## config.mk

```make
export PLATFORM = sky130hd
export DESIGN_NAME = cic_iir
export DESIGN_NICKNAME = d
export VERILOG_FILES = /design/src/hdl/cic_pkg.sv /design/src/hdl/cic_iir.sv
export SDC_FILE = /design/constraint.sdc
export NUM_CORES = 1
export LEC_CHECK = 0
export ABC_AREA = 1
export BUFFER_PORTS_ARGS = -buffer_cell sky130_fd_sc_hd__buf_2
export CAP_MARGIN = 20
export CORE_MARGIN = 2
export CORE_UTILIZATION = 25
export DETAILED_ROUTE_END_ITERATION = 7
export MAX_ROUTING_LAYER = met4
export PLACE_DENSITY = 0.41
export SLEW_MARGIN = 40
export SYNTH_ARGS = -nofsm -noshare
export SYNTH_HDL_FRONTEND = slang
export SYNTH_SLANG_ARGS = --single-unit
```

## constraint.sdc

```tcl
create_clock -name clk -period 19.15 [get_ports clk]
set_clock_uncertainty 0.2 [all_clocks]
set_input_delay 1.915 -clock clk [delete_from_list [all_inputs] [get_ports clk]]
set_output_delay 1.915 -clock clk [all_outputs]
set_load 0.01 [all_outputs]
```

## src/hdl/cic_pkg.sv

```systemverilog
package cic_pkg;

  localparam int ALPHA_W = 13;

  localparam logic [ALPHA_W-1:0] POT_ALPHA = 13'd1311;
  localparam logic [ALPHA_W-1:0] CV1_ALPHA = 13'd3277;
  localparam logic [ALPHA_W-1:0] CV2_ALPHA = 13'd6554;

  localparam logic signed [16:0] VOLT_OFFSET  = 17'sd20852;
  localparam logic [15:0]        MOVE_LIMIT   = 16'd655;
  localparam logic [18:0]        SAMPLES_MAX  = 19'd524287;
  localparam logic [18:0]        INTERVAL_RST = 19'd24000;
  localparam logic signed [25:0] CV_BIAS      = 26'sd5242880;
  localparam logic [19:0]        RECIP5       = 20'd838861;
  localparam logic [25:0]        RECIP125     = 26'd34359738;
  localparam logic [25:0]        DIV_STEP     = 26'd125;
  localparam logic [34:0]        ROUND_HALF   = 35'd500;
  localparam logic [34:0]        SAT_LIMIT    = 35'd524288000;

  localparam logic [2:0] REG_SAMPLE_RATE  = 3'd0;
  localparam logic [2:0] REG_TAKEOVER_ON  = 3'd1;
  localparam logic [2:0] REG_TAKEOVER_OFF = 3'd2;
  localparam logic [2:0] REG_TAP_HIGH     = 3'd3;
  localparam logic [2:0] REG_TAP_LOW      = 3'd4;
  localparam logic [2:0] REG_TAP_MIN      = 3'd5;
  localparam logic [2:0] REG_TAP_MAX      = 3'd6;
  localparam logic [2:0] REG_TAP_TIMEOUT  = 3'd7;

  localparam logic [15:0] THIRD_TABLE [0:15] = '{
    16'd32768, 16'd32768, 16'd39322, 16'd32768,
    16'd26214, 16'd22938, 16'd19661, 16'd29491,
    16'd19661, 16'd0,     16'd26214, 16'd32768,
    16'd45875, 16'd32768, 16'd52429, 16'd32768
  };

  typedef struct packed {
    logic [15:0] high;
    logic [15:0] low;
    logic [15:0] min_ms;
    logic [15:0] max_ms;
    logic [15:0] timeout_ms;
  } tap_cfg_t;

  typedef struct packed {
    logic        cap;
    logic [15:0] dt;
    logic        valid;
  } tap_res_t;

  // 5.0909 V minus 10 V times code/65536, Q12
  function automatic logic signed [16:0] code_to_volts(input logic [15:0] code);
    logic [18:0] t;
    t = {3'b000, code} * 19'd5 + 19'd4;
    return VOLT_OFFSET - $signed({1'b0, t[18:3]});
  endfunction

endpackage

```

## src/hdl/cic_iir.sv

```systemverilog
module cic_iir (
  input  logic                              clk,
  input  logic                              rst_n,
  input  logic                              upd,
  input  logic signed [24:0]                x,
  input  logic        [cic_pkg::ALPHA_W-1:0] alpha,
  output logic signed [24:0]                s_r
);
  import cic_pkg::*;

  logic signed [25:0] diff;
  logic signed [39:0] prod;
  logic        [38:0] mag;
  logic        [38:0] sum;
  logic        [22:0] inc;
  logic signed [24:0] s_nxt;

  assign diff  = {x[24], x} - {s_r[24], s_r};
  assign prod  = diff * $signed({1'b0, alpha});
  assign mag   = prod[39] ? 39'(-prod) : prod[38:0];
  assign sum   = mag + 39'd32768;
  assign inc   = sum[38:16];
  assign s_nxt = prod[39] ? s_r - $signed({2'b00, inc}) : s_r + $signed({2'b00, inc});

  always_ff @(posedge clk) begin
    if (!rst_n) begin
      s_r <= '0;
    end else if (upd) begin
      s_r <= s_nxt;
    end
  end

endmodule

```

==> results.sh <==
export IMPL_status="finished, final reports clean"
export IMPL_slew_headroom=0.522
export IMPL_viasPerCell=4.39
export IMPL_std_cell_rows=101
export IMPL_cts_buffers=3
export IMPL_clk_pin_slew_ns=0.06
export IMPL_track_usage=0.178
export IMPL_cts_hold_buf=0
export IMPL_grt_pass1_wl_mm=104
export IMPL_dp_hpwl_mm=58.9
export IMPL_num_io_pins=66
export IMPL_path_class="in -> reg"
export IMPL_grt_max_degree=60
export IMPL_synth_simple_area_share=0.317
export IMPL_rsz0062_at_grt="no"
export IMPL_wl_per_cell_um=17.1
export IMPL_worst_hold_path_type="reg -> reg"
export IMPL_insertion_delay_ns=0.26
export IMPL_grt_ovfl_total=0
export IMPL_worst_slew_pin_slew_ns=0.717
export IMPL_setup_viol=0
export IMPL_report_final_slew_viol_count=0
export IMPL_portBuffers=65
export IMPL_die_h_um=280
export IMPL_top_register="s_r"
export IMPL_grt_pass1_vias=17461
export IMPL_slowest_stage="fa_1"
export IMPL_final_common_cell="nand2_1"
export IMPL_utilization=0.273
export IMPL_end_kind="flop"
export IMPL_hold_viol=0
export IMPL_cts_tree="done"
export IMPL_synthXorXnorAreaFrac=0.0366
export IMPL_syn_area_mm2=0.0191
export IMPL_syn_nets=3368
export IMPL_vias=17054
export IMPL_final_layout_size_suffix_gt1_frac=0.0804
export IMPL_cts_repair_resized=0
export IMPL_synth_seq_area_share=0.0263
export IMPL_cp_top_family="adder cells"
export IMPL_start_kind="input port"
export IMPL_tns_ns=0
export IMPL_arrival_ns=15.54
export IMPL_synthCells=2868
export IMPL_period_share=0.811
export IMPL_worst_path_max_fanout=59
export IMPL_cp_buffers_inverters=12
export IMPL_cp_common_cell="nand2_1"
export IMPL_htree_num_levels=1
export IMPL_dr_pass1_iters=5
export IMPL_drtAntennaViolNets=0
export IMPL_die_w_um=280
export IMPL_cap_violations=0
export IMPL_core_mm2=0.0757
export IMPL_synthMuxAreaShare=0
export IMPL_synth_top_family_by_area="adder cells"
export IMPL_design_die_area_mm2=0.0785
export IMPL_whs_ns=0.367
export IMPL_mostFrequentLayoutCells="nand2_1, inv_1, nor2_1, fa_1, ha_1"
export IMPL_antenna_found_initial=1
export IMPL_clk_path_buf_depth=2
export IMPL_drc=0
export IMPL_area_delta_synth_final_pct=8.39
export IMPL_synth_seq_cells=25
export IMPL_place_gp_congestion=0.918
export IMPL_synth_warnings=0
export IMPL_wl_mm=66.4
export IMPL_largest_reg_flops=25
export IMPL_period_minus_slack_ns=15.54
export IMPL_cts_root_buffer="clkbuf_16"
export IMPL_antennaDiodeCount=0
export IMPL_drt_iter0_drc=984
export IMPL_cts_setup_buffers=0
export IMPL_max_freq_mhz=64.4
export IMPL_num_nets_final=3411
export IMPL_syn_avg_cell_area_um2=6.65
export IMPL_cts_sinks=25
export IMPL_crit_required_ns=19.15
export IMPL_crit_path_max_incr_delay_ns=0.54
export IMPL_synth_compound_area_frac=0.0483
export IMPL_top_regs="s_r (25)"
export IMPL_start_util=0.252
export IMPL_synthAdderAreaFrac=0.425
export IMPL_synth_distinct_cells=47
[metrics by stage]
| step | std cells | cell area [um^2] | worst slack (ns) |
|---|---|---|---|
| after floorplan | 2868 | 19100 | 5.25 |
| after global placement | 3884 | 20600 | 3.46 |
| after detailed placement | 3884 | 20600 | 3.35 |
| after CTS | 3888 | 20700 | 3.59 |
| after global routing | 3888 | 20700 | 2.28 |
| final | 3888 | 20700 | 3.61 |
[worst register-to-register path, delay by kind of cell (launching register included)]
family	cells	cell delay [ns]
AO/OA/AOI/OAI	18	3.64
XOR/XNOR	2	0.30
adder cells (fa/ha/maj)	11	4.61
buffers and inverters	10	0.69
flip-flops	1	0.39
AND/OR/NAND/NOR	37	4.29
[cells by family (layout without fill, tap and decap cells)]
group | count (synthesis) | count (layout)
buffers and inverters | 739 | 781
DFF | 25 | 25
and+or+nand+nor | 1405 | 1405
adders and majority gates | 459 | 459
AOI/OAI and AO/OA | 166 | 166
xor gates and xnor gates | 74 | 74
[synth_stat cells, drive strengths merged]
library cell | n | share of area
nand2 | 832 | 0.17
inv | 685 | 0.14
nor2 | 353 | 0.078
fa | 314 | 0.33
ha | 145 | 0.095
nand3 | 117 | 0.033
a21oi | 88 | 0.023
nand4 | 51 | 0.017
xor2 | 50 | 0.025
o21ai | 45 | 0.012
clkbuf | 37 | 0.0073
or2 | 30 | 0.0098
dfxtp | 25 | 0.026
xnor2 | 24 | 0.011
nor3 | 10 | 0.0032
clkinv | 9 | 0.0018
buf | 8 | 0.0030
nand3b | 8 | 0.0032
a21o | 7 | 0.0028
a31oi | 6 | 0.0020
o21bai | 6 | 0.0030
o31ai | 6 | 0.0024
a21boi | 4 | 0.0016
a211oi | 3 | 0.0012
nor4 | 3 | 0.0018
and2 | 1 | 0.00033
o21a | 1 | 0.00039
[final timing paths]
path	startpoint	cells after the start	endpoint	slack, ns
worst max-delay path	x[0]	80	s_r[24]	3.61
worst min-delay path	s_r[24]	2	s_r[24]	0.37
worst max register to register	s_r[0]	78	s_r[24]	4.96
worst min register to register	s_r[24]	2	s_r[24]	0.37
[routing by layer]
layer	vias to the layer above	share of wire	GRT usage
li1	8571	-	-
met4	0	0.010	0.0171
met5	-	0	-
met2	282	0.48	0.301
met3	23	0.029	0.0112
met1	8178	0.48	0.243
[area by class of cell]
type	instances	area (um^2)
Fill cell	8580	55000
Multi-Input combinational cell	2104	15800
Inverter	694	2610
Tap cell	978	1220
Sequential cell	25	500
Timing Repair Buffer	83	460
Clock buffer	3	75.1
Clock inverter	1	7.51
Power is left out: the tool's default activity adds up to more than one toggle a clock period on the data nets, which glitch-free logic cannot reach.
