<file path="config.mk">
export PLATFORM = sky130hd
export DESIGN_NAME = cic_tap
export DESIGN_NICKNAME = d
export VERILOG_FILES = /design/src/hdl/cic_pkg.sv /design/src/hdl/cic_tap.sv
export SDC_FILE = /design/constraint.sdc
export NUM_CORES = 1
export LEC_CHECK = 0
export BUFFER_PORTS_ARGS = -buffer_cell sky130_fd_sc_hd__buf_4
export CORE_MARGIN = 5
export CORE_UTILIZATION = 56
export DETAILED_ROUTE_END_ITERATION = 10
export PLACE_DENSITY = 0.83
export SYNTH_ARGS = -nofsm -noshare
export SYNTH_HDL_FRONTEND = slang
export SYNTH_SLANG_ARGS = --single-unit
</file>
<file path="constraint.sdc">
create_clock -name clk -period 5 [get_ports clk]
set_input_delay 1 -clock clk [delete_from_list [all_inputs] [get_ports clk]]
set_output_delay 1 -clock clk [all_outputs]
set_load 0.03 [all_outputs]
</file>
<file path="src/hdl/cic_pkg.sv">
package cic_pkg;

  localparam int ALPHA_W = 13;

  localparam logic [ALPHA_W-1:0] POT_ALPHA = 13'd1311;
  localparam logic [ALPHA_W-1:0] CV1_ALPHA = 13'd3277;
  localparam logic [ALPHA_W-1:0] CV2_ALPHA = 13'd6554;

  localparam logic signed [16:0] VOLT_OFFSET  = 17'sd20852;
  localparam logic [15:0]        MOVE_LIMIT   = 16'd655;
  localparam logic [18:0]        SAMPLES_MAX  = 19'd524287;
  localparam logic [18:0]        INTERVAL_RST = 19'd24000;
  localparam logic signed [25:0] CV_BIAS      = 26'sd5242880;
  localparam logic [19:0]        RECIP5       = 20'd838861;
  localparam logic [25:0]        RECIP125     = 26'd34359738;
  localparam logic [25:0]        DIV_STEP     = 26'd125;
  localparam logic [34:0]        ROUND_HALF   = 35'd500;
  localparam logic [34:0]        SAT_LIMIT    = 35'd524288000;

  localparam logic [2:0] REG_SAMPLE_RATE  = 3'd0;
  localparam logic [2:0] REG_TAKEOVER_ON  = 3'd1;
  localparam logic [2:0] REG_TAKEOVER_OFF = 3'd2;
  localparam logic [2:0] REG_TAP_HIGH     = 3'd3;
  localparam logic [2:0] REG_TAP_LOW      = 3'd4;
  localparam logic [2:0] REG_TAP_MIN      = 3'd5;
  localparam logic [2:0] REG_TAP_MAX      = 3'd6;
  localparam logic [2:0] REG_TAP_TIMEOUT  = 3'd7;

  localparam logic [15:0] THIRD_TABLE [0:15] = '{
    16'd32768, 16'd32768, 16'd39322, 16'd32768,
    16'd26214, 16'd22938, 16'd19661, 16'd29491,
    16'd19661, 16'd0,     16'd26214, 16'd32768,
    16'd45875, 16'd32768, 16'd52429, 16'd32768
  };

  typedef struct packed {
    logic [15:0] high;
    logic [15:0] low;
    logic [15:0] min_ms;
    logic [15:0] max_ms;
    logic [15:0] timeout_ms;
  } tap_cfg_t;

  typedef struct packed {
    logic        cap;
    logic [15:0] dt;
    logic        valid;
  } tap_res_t;

  // 5.0909 V minus 10 V times code/65536, Q12
  function automatic logic signed [16:0] code_to_volts(input logic [15:0] code);
    logic [18:0] t;
    t = {3'b000, code} * 19'd5 + 19'd4;
    return VOLT_OFFSET - $signed({1'b0, t[18:3]});
  endfunction

endpackage

</file>
<file path="src/hdl/cic_tap.sv">
module cic_tap (
  input  logic              clk,
  input  logic              rst_n,
  input  logic              upd,
  input  logic              bank_one,
  input  logic signed [16:0] raw,
  input  logic       [31:0] now_ms,
  input  cic_pkg::tap_cfg_t cfg,
  output cic_pkg::tap_res_t res_r
);
  import cic_pkg::*;

  logic        gate_r;
  logic [31:0] last_r;
  logic [31:0] dt;
  logic        fire;
  logic        rearm;
  logic        win;
  logic        stale;

  assign dt    = now_ms - last_r;
  assign fire  = !gate_r && (raw >= $signed({cfg.high[15], cfg.high}));
  assign rearm = gate_r && (raw <= $signed({cfg.low[15], cfg.low}));
  assign win   = (dt > {16'b0, cfg.min_ms}) && (dt < {16'b0, cfg.max_ms});
  assign stale = dt > {16'b0, cfg.timeout_ms};

  always_ff @(posedge clk) begin
    if (!rst_n) begin
      gate_r <= 1'b0;
      last_r <= '0;
      res_r  <= '0;
    end else if (upd) begin
      res_r.cap <= bank_one && fire && win;
      res_r.dt  <= dt[15:0];
      if (bank_one) begin
        if (fire) begin
          gate_r      <= 1'b1;
          last_r      <= now_ms;
          res_r.valid <= win || res_r.valid;
        end else begin
          if (rearm) begin
            gate_r <= 1'b0;
          end
          res_r.valid <= res_r.valid && !stale;
        end
      end else begin
        res_r.valid <= 1'b0;
      end
    end
  end

endmodule

</file>
==> results of run 1 <==
[worst max-delay path: cells and delay by family]
family	cells	cell delay [ns]
adders and majority gates	3	0.80
AOI/OAI and AO/OA	11	2.28
xor gates and xnor gates	1	0.20
and+or+nand+nor	2	0.22
buffers and inverters	4	0.39
[layout by cell type (no fill, tap or decap), types with 3 or more instances in the layout]
master     instances
a211oi_1           8
o21ai_0           32
nand2b_1           6
ha_1             112
o211ai_1           5
inv_1            118
nor4_1             7
o2111ai_1          3
or3_1              3
nand3_1           16
dfxtp_1           51
a21o_1            22
nor2_1            35
clkbuf_8           5
a21oi_1           55
o21a_1            18
o211a_1            4
nand2_1           39
o22ai_1            5
nor3_1            16
o21ai_1            6
xnor2_1           12
a2111oi_0          6
nand4_1           19
buf_4            157
mux2i_1           49
nor2b_1           57
xor2_1             7
[sequential cells by signal, summed over array words and instances (netlist names)]
register  count
gate_r        1
res_r        18
last_r       32
[cells by family (layout without fill, tap and decap cells)]
family	count (synthesis)	after routing
simple gates	215	215
compound gates	202	202
buf+inv	143	283
fa+ha+maj	113	113
flops	51	51
mux	49	49
xor+xnor	19	19
[area by class of cell]
type | count | area, um2
Tap cell | 140 | 175
Clock buffer | 5 | 68.8
Inverter | 118 | 443
Timing Repair Buffer | 157 | 1180
Clock inverter | 3 | 67.6
Fill cell | 978 | 3310
Sequential cell | 51 | 1020
Multi-Input combinational cell | 598 | 4630
[report_power, final]
part	switching, mW	internal, mW
sequential	0.0146	0.434
clock	0.162	0.200
combinational	0.460	0.380
[what timing repair did]
action                                  CTS  global route
endpoints found under the setup margin    0             1
gates resized for setup                   0             1
endpoints found under the hold margin     0             0
hold buffers                              0             0
[worst paths after layout]
| kind | end | slack, ns |
|---|---|---|
| max | res_r[0] | 0.39 |
| min | res_r[1] | 0.50 |
| max reg2reg | res_r[0] | 0.83 |
| min reg2reg | res_r[1] | 0.50 |
[routing by layer]
metal | up-vias | global-route usage, % | wire length, um
met1 | 2760 | 32.3 | 7530
li1 | 3113 | - | -
met2 | 220 | 41.6 | 7630
met5 | - | 0 | 0
met4 | 0 | 8.69 | 419
met3 | 33 | 3.63 | 1060
[through the flow]
stage                     cells  setup WS (ns)
final                      1072          0.394
after global routing       1072         0.0537
after CTS                  1072          0.396
after detailed placement   1064         0.0651
after global placement     1064          0.124
after floorplan             792          0.446
==> run_results.csv, run 1 <==
group,metric,value,unit
worst_setup_path,rr_worst_depth,20,
synthesis,yosys_warnings,0,
timing,finalCritPeriodShare,92.1,%
timing,finalMaxSlewViolations,0,
timing,fmax,217,MHz
clock_network,clk_path_buf_depth,2,
timing,tightest_slew,0.593,ns
worst_setup_path,crit_fanout,3,
placement,gp_congestion,0.922,
drt,ant_nets,0,
outcome,status,"finished clean",
die,core-area,0.0109,mm2
synthesis,synth_fp_nets,1038,
die,die-area,0.0133,mm2
placement,hpwlAfterDp,13700,um
clock_network,cts-root-buf,"clkbuf_8",
clock_network,htree_num_levels,2,
synthesis,synth_largest_area_cell,"ha_1",
synthesis,synth_edf_count,0,
drt,wl,16600,um
clock_network,cts_buffers,5,
die,start_util,57.1,%
clock_network,clkTransAtPathRegs,0.11,ns
synthesis,synth_cells,792,
layout,fin_area,0.00758,mm2
synthesis,ys_types,76,
worst_hold_path,worstHoldPathCells,1,
drt,num_vias,6126,
grt,overflow,0,
synthesis,ys_top_cells_by_area,"ha_1, dfxtp_1, mux2i_1, inv_1, nor2b_1",
pwr,peakVddDrop,0.196,mV
clock_network,cts_tree,"built",
die,die_w,115,um
timing,hold_viol,0,
synthesis,ys_seq_elements,51,
placement,dpl-instance-area,0.00744,mm2
clock_network,clk_latency,0.34,ns
timing,period_minus_slack,4.61,ns
drt,wl_per_cell,15.5,um
layout,drive_gt1_share,19.6,%
run,max-cap-violations,0,
grt,grtUsageTotal,24.7,%
synthesis,synthAdderAreaFrac,22.8,%
worst_setup_path,start_kind,"input pin",
timing,tns,0,ns
worst_setup_path,startpoint,"now_ms[0]",
placement,io_buffer_count,150,
worst_setup_path,worstSetupPathType,"input pin to flop",
synthesis,synth.avg_cell_area,7.85,um2
synthesis,ys_async_sr_fraction,0,%
worst_setup_path,critPathRequiredTime,5.28,ns
layout,area.growth.synth_to_final,21.9,%
layout,utilization,69.6,%
drt,drt_iter0_markers,368,
worst_hold_path,hp-class,"flop to flop",
timing,whs,0.501,ns
drt,first_pass_iters,5,
synthesis,synthTopCellsByCount,"inv_1, ha_1, nor2b_1",
clock_network,numClockSinks,51,
pwr,leakage,3.61,nW
grt,antenna_found_initial,0,
layout,nets,1177,
worst_setup_path,slowest_stage,"fa_1",
worst_setup_path,path_cells,"buf_4 -> inv_1 -> ha_1 -> inv_1 -> fa_1 -> a21o_1 -> a221oi_2 -> o21ai_0 -> a21o_1 -> a21oi_1 -> xnor2_1 -> buf_4 -> ha_1 -> a21oi_1 -> a2bb2oi_1 -> a21oi_1 -> a311oi_1 -> nor2_1 -> a2111oi_0 -> nand3_1 -> a22oi_1",
drt,vias_per_cell,5.71,
die,ios,151,
synthesis,ys_seq_area_share,16.4,%
grt,grt_pass1_wl,26800,um
synthesis,synth_compound_area_share,22.3,%
die,rows,38,
grt,grt_max_degree,54,
timing,fin_worst_skew,0.0132,ns
timing,setup_viol,0,
synthesis,synth_area,0.00622,mm2
synthesis,synth_ff_type,"dfxtp_1",
synthesis,synth_top_area_share,22.5,%
layout,n_antenna_cell,0,
synthesis,synthMuxAreaShare,7.88,%
timing,relSlewSlack,60.5,%
worst_setup_path,reg2reg_from,"last_r[4]",
worst_setup_path,cp-end-kind,"flop",
clock_network,post_cts_buffers,0,
worst_setup_path,cp.arrival,4.88,ns
synthesis,synth.most_common_cell,"inv_1",
synthesis,yosys.area_share.simple,18.5,%
worst_setup_path,slowest_delay,0.40,ns
worst_hold_path,hp-start,"res_r[1]",
timing,rsz0062_at_grt,"false",
worst_setup_path,path_common_cell,"a21oi_1",
pwr,powerDensity,218,mW/mm2
pwr,finalPower,1.65,mW
grt,grt_pass1_vias,5774,
synthesis,synth_top_family_by_area,"adder cells",
synthesis,synth-xor-area-share,2.67,%
drt,drc,0,
die,dieHeight,115,um
(Power assumes the default switching activity.)
==> inputs of run 2 (changes only) <==
Settings changed: PLACE_DENSITY 0.83 to 0.87.
==> run_results.csv, run 2 (synthesis gave the netlist of run 1 again) <==
group,metric,value,unit
outcome,status,"finished clean",
grt,grtUsageTotal,24.9,%
layout,nets,1179,
clock_network,cts-root-buf,"clkbuf_8",
grt,grt_pass1_vias,5948,
clock_network,ctsResizeCount,0,
layout,utilization,69.4,%
grt,grt_pass1_wl,27200,um
worst_setup_path,reg2reg_slack,0.69,ns
clock_network,clkTransAtPathRegs,0.11,ns
worst_setup_path,cp-end-kind,"flop",
placement,hpwlAfterDp,14100,um
clock_network,htree_num_levels,2,
timing,finalMaxSlewViolations,0,
layout,final_common_cell,"buf_4",
layout,reg_top3,"last_r x32, res_r x18, gate_r x1",
drt,wl,16900,um
timing,tns,0,ns
timing,hold_viol,0,
grt,grt_max_degree,54,
worst_setup_path,start_kind,"input pin",
die,start_util,57.1,%
worst_setup_path,cp.arrival,5.01,ns
timing,setup_viol,0,
run,max-cap-violations,0,
layout,final_cell_mix,"buf_4, inv_1, ha_1, nor2b_1, a21oi_1",
pwr,leakage,3.59,nW
clock_network,clk_path_buf_depth,2,
drt,wl_per_cell,15.7,um
worst_setup_path,critPathRequiredTime,5.26,ns
placement,io_buffer_count,150,
die,ios,151,
layout,area.growth.synth_to_final,21.4,%
die,core-area,0.0109,mm2
die,rows,38,
clock_network,cts_hold_buf,0,
layout,largest_register_ffs,32,
die,dieHeight,115,um
grt,antenna_found_initial,0,
drt,first_pass_iters,6,
layout,max_flop_register,"last_r",
timing,rsz0062_at_grt,"false",
clock_network,cts_tree,"built",
layout,drive_gt1_share,19.8,%
timing,tightest_slew,0.559,ns
die,die-area,0.0133,mm2
clock_network,clk_latency,0.33,ns
worst_setup_path,crit_fanout,3,
grt,overflow,0,
timing,relSlewSlack,61.8,%
timing,period_minus_slack,4.75,ns
drt,drt_iter0_markers,459,
placement,gp_congestion,0.952,
layout,n_antenna_cell,0,
drt,vias_per_cell,5.81,
timing,finalCritPeriodShare,95.1,%
worst_hold_path,worstHoldPathCells,1,
worst_setup_path,rr_worst_depth,20,
clock_network,cts_buffers,5,
layout,fillers,906,
pwr,peakVddDrop,0.140,mV
drt,num_vias,6242,
timing,fin_worst_skew,0.0157,ns
clock_network,post_cts_buffers,0,
die,die_w,115,um
drt,drc,0,
worst_hold_path,hp-class,"flop to flop",
timing,fmax,210,MHz
clock_network,numClockSinks,51,
pwr,powerDensity,206,mW/mm2
worst_setup_path,worstSetupPathType,"input pin to flop",
drt,ant_nets,0,
==> run 2: cell types whose count changed in the layout (fill, tap and decap cells not counted) <==
cell	previous run	this run
bufinv_16	2	0
a2111oi_0	6	7
clkinv_4	0	2
buf_4	157	159
a2111oi_1	1	0
==> run 2: final cells by class <==
class                           count  area, um2  area share [%]
Multi-Input combinational cell    598       4630            61.3
Timing Repair Buffer              159       1190            15.8
Sequential cell                    51       1020            13.5
Inverter                          118        443            5.86
Tap cell                          140        175            2.32
Clock buffer                        5       68.8           0.911
Clock inverter                      3       25.0           0.331
==> run 2: power by group <==
| part | switching [mW] | internal [mW] |
|---|---|---|
| Clock | 0.161 | 0.101 |
| Combinational | 0.462 | 0.383 |
| Sequential | 0.0151 | 0.434 |
| Total | 0.638 | 0.918 |
==> run 2: critical path, stage by stage <==
cell and delay [ns]:
buf_4 0.11, inv_1 0.05, ha_1 0.17, inv_1 0.06
fa_1 0.39, a21o_1 0.21, a221oi_2 0.29, o21ai_0 0.20
a21o_1 0.21, a21oi_1 0.17, xnor2_1 0.19, buf_4 0.17
ha_1 0.23, a21oi_1 0.14, a2bb2oi_1 0.21, a21oi_1 0.12
a311oi_1 0.22, nor2_1 0.08, a2111oi_0 0.42, nand3_1 0.14
a22oi_1 0.19
==> run 2: worst paths after layout <==
path,from,end
min reg2reg,res_r[1],res_r[1]
max,now_ms[0],res_r[0]
min,res_r[1],res_r[1]
max reg2reg,last_r[4],res_r[0]
==> run 2: metrics by stage <==
step | instance area [um2] | hold WS, ns | setup WS (ns) | std cells | total power [mW]
after floorplan | 6220 | 0.483 | 0.446 | 792 | 1.03
after global placement | 7460 | 0.466 | 0.129 | 1066 | 1.27
after detailed placement | 7460 | 0.483 | 0.00286 | 1066 | 1.29
after CTS | 7550 | 0.516 | 0.337 | 1074 | 1.56
after global routing | 7550 | 0.546 | 0.0259 | 1074 | 1.68
final | 7550 | 0.520 | 0.247 | 1074 | 1.56
==> run 2: routing by layer <==
metal  track usage [%]  share of wire, %  up-vias
met5                 0                 0        -
met4              9.15               3.2        0
li1                  -                 -     3105
met3              3.79               7.6       44
met2              42.7                47      245
met1              31.6                43     2848
==> inputs of run 3 (changes only) <==
Settings changed: ABC_AREA from default to 1.
==> run_results.csv, run 3 <==
group,metric,value,unit
worst_setup_path,rr_worst_depth,20,
clock_network,clk_latency,0.31,ns
synthesis,synth_top_family_by_area,"simple AND/OR/NAND/NOR gates",
worst_setup_path,cp.arrival,4.09,ns
synthesis,synth_ff_type,"dfxtp_1",
synthesis,synthTopCellsByCount,"nand2_1, inv_1, ha_1",
grt,grt_max_degree,47,
clock_network,numClockSinks,51,
timing,fin_worst_skew,0.00744,ns
clock_network,cts-root-buf,"clkbuf_16",
synthesis,synth_area,0.00651,mm2
placement,hpwlAfterDp,15600,um
pwr,leakage,4.66,nW
clock_network,cts_hold_buf,0,
die,rows,39,
timing,setup_viol,0,
timing,tns,0,ns
outcome,status,"finished clean",
timing,finalMaxSlewViolations,0,
timing,period_minus_slack,3.84,ns
drt,ant_nets,0,
synthesis,yosys_warnings,0,
pwr,finalPower,1.82,mW
synthesis,ys_seq_area_share,15.7,%
worst_hold_path,hp-start,"last_r[13]",
worst_setup_path,critPathRequiredTime,5.25,ns
worst_hold_path,holdPathEnd,"last_r[13]",
synthesis,synthMuxAreaShare,0,%
pwr,powerDensity,229,mW/mm2
drt,num_vias,7113,
clock_network,clk_path_buf_depth,2,
timing,tightest_slew,0.607,ns
placement,place_inst,1372,
layout,largest_register_ffs,32,
layout,max_flop_register,"last_r",
timing,finalCritPeriodShare,76.8,%
synthesis,synth-xor-area-share,2.02,%
synthesis,yosys.area_share.simple,31.0,%
die,start_util,57.1,%
layout,final_cell_mix,"nand2_1, inv_1, buf_4, ha_1, nor2_1",
worst_setup_path,reg2reg_to,"res_r[0]",
worst_setup_path,reg2reg_from,"last_r[0]",
die,ios,151,
worst_setup_path,crit_fanout,5,
synthesis,ys_async_sr_fraction,0,%
layout,area.growth.synth_to_final,21.8,%
pwr,peakVddDrop,0.280,mV
synthesis,synth.avg_cell_area,5.96,um2
synthesis,synth_fp_nets,1339,
synthesis,ys_seq_elements,51,
drt,wl,18300,um
drt,vias_per_cell,5.15,
worst_setup_path,reg2reg_slack,1.70,ns
synthesis,ys_types,39,
grt,antenna_found_initial,0,
synthesis,synthAdderAreaFrac,21.8,%
clock_network,htree_num_levels,2,
drt,drt_iter0_markers,454,
synthesis,synth_largest_area_cell,"ha_1",
layout,final_common_cell,"nand2_1",
placement,gp_congestion,0.995,
layout,drive_gt1_share,16.0,%
clock_network,cts_buffers,5,
clock_network,clkTransAtPathRegs,0.07,ns
worst_hold_path,hp-class,"flop to flop",
layout,nets,1482,
drt,drc,0,
synthesis,ys_top_cells_by_area,"ha_1, nand2_1, dfxtp_1, inv_1, a21oi_1",
timing,fmax,261,MHz
layout,fillers,1083,
placement,dpl-instance-area,0.00777,mm2
worst_setup_path,start_kind,"input pin",
die,die-area,0.0139,mm2
worst_hold_path,worstHoldPathCells,2,
die,die_w,118,um
layout,stdcell_count,1380,
synthesis,synth_compound_area_share,14.0,%
timing,relSlewSlack,59.4,%
clock_network,ctsResizeCount,0,
clock_network,post_cts_buffers,0,
placement,io_buffer_count,150,
grt,grtUsageTotal,25.9,%
die,core-area,0.0114,mm2
synthesis,synth_cells,1093,
layout,fin_area,0.00794,mm2
drt,wl_per_cell,13.2,um
layout,n_antenna_cell,0,
drt,first_pass_iters,5,
die,dieHeight,118,um
synthesis,synth_top_area_share,21.5,%
run,max-cap-violations,0,
clock_network,cts_tree,"built",
timing,rsz0062_at_grt,"false",
grt,grt_pass1_wl,30600,um
grt,grt_pass1_vias,6705,
synthesis,synth.most_common_cell,"nand2_1",
layout,reg_top3,"last_r x32, res_r x18, gate_r x1",
worst_setup_path,worstSetupPathType,"input pin to flop",
synthesis,synth_edf_count,0,
grt,overflow,0,
timing,hold_viol,0,
worst_setup_path,cp-end-kind,"flop",
[run 3: cell types whose count changed in the layout (fill, tap and decap cells not counted), sizes merged, moves of 10 or more]
cell and change:
a2111oi -10, a21o -18, a21oi +32, inv +133, mux2i -49, nand2 +254
nand3 +28, nor2 +70, nor2b -57, o21a -14, o21ai +24, xnor2 -11
[run 3: area by class of cell]
cell class | instances | area (um2) | area share (%)
Multi-Input combinational cell | 775 | 4490 | 56.5
Tap cell | 143 | 179 | 2.25
Clock buffer | 5 | 125 | 1.58
Sequential cell | 51 | 1020 | 12.9
Inverter | 252 | 946 | 11.9
Clock inverter | 3 | 43.8 | 0.552
Timing Repair Buffer | 151 | 1130 | 14.3
[run 3: cells by family after synthesis]
logic type / count (synthesis)
flops: 51
fa+ha+maj: 113
xor+xnor: 15
simple gates: 476
compound gates: 171
buf+inv: 267
[run 3: where the power goes]
group	switching [mW]	leakage [nW]	total, mW	internal, mW
combinational	0.580	4.16	0.959	0.379
sequential	0.0139	0.419	0.454	0.440
clock	0.168	0.0838	0.404	0.237
total	0.762	4.66	1.82	1.06
[run 3: routing by layer]
layer	part of all wire [%]	wire, um	track usage (%)
met3	7.2	1310	5.86
met4	2.8	519	8.39
met2	47	8620	45.0
met5	0	0	0
met1	43	7800	31.7
[run 3: through the flow]
stage                     hold slack, ns  utilization, %  setup WS (ns)
after detailed placement           0.449            68.0          0.879
after floorplan                    0.433               -           1.45
final                              0.456            69.5           1.16
after global routing               0.484            69.5          0.888
after global placement             0.442            68.0          0.915
after CTS                          0.459            69.5           1.19
[run 3: how the worst max path moves through the flow]
| stage | start | to | cells past startpoint |
|---|---|---|---|
| global route | now_ms[0] | res_r[0] | 24 |
| finish | now_ms[0] | res_r[0] | 22 |
| CTS | now_ms[0] | res_r[0] | 22 |
| detailed placement | now_ms[0] | res_r[0] | 22 |
| floorplan | now_ms[0] | res_r[0] | 23 |
| global placement | now_ms[0] | res_r[0] | 22 |
[run 3: critical path: stages]
cell	delay (ns)
buf_4	0.11
inv_1	0.07
ha_1	0.17
inv_1	0.09
fa_1	0.44
nand3_1	0.12
nand3_2	0.12
nand2_1	0.08
nand2_1	0.10
nand2_1	0.08
nand2_1	0.07
xor2_1	0.20
ha_1	0.33
nand4_1	0.14
nor3_1	0.27
and3_1	0.23
a21oi_1	0.06
nor3_1	0.14
nand3_1	0.09
nand2_1	0.06
inv_1	0.04
nor2_2	0.08
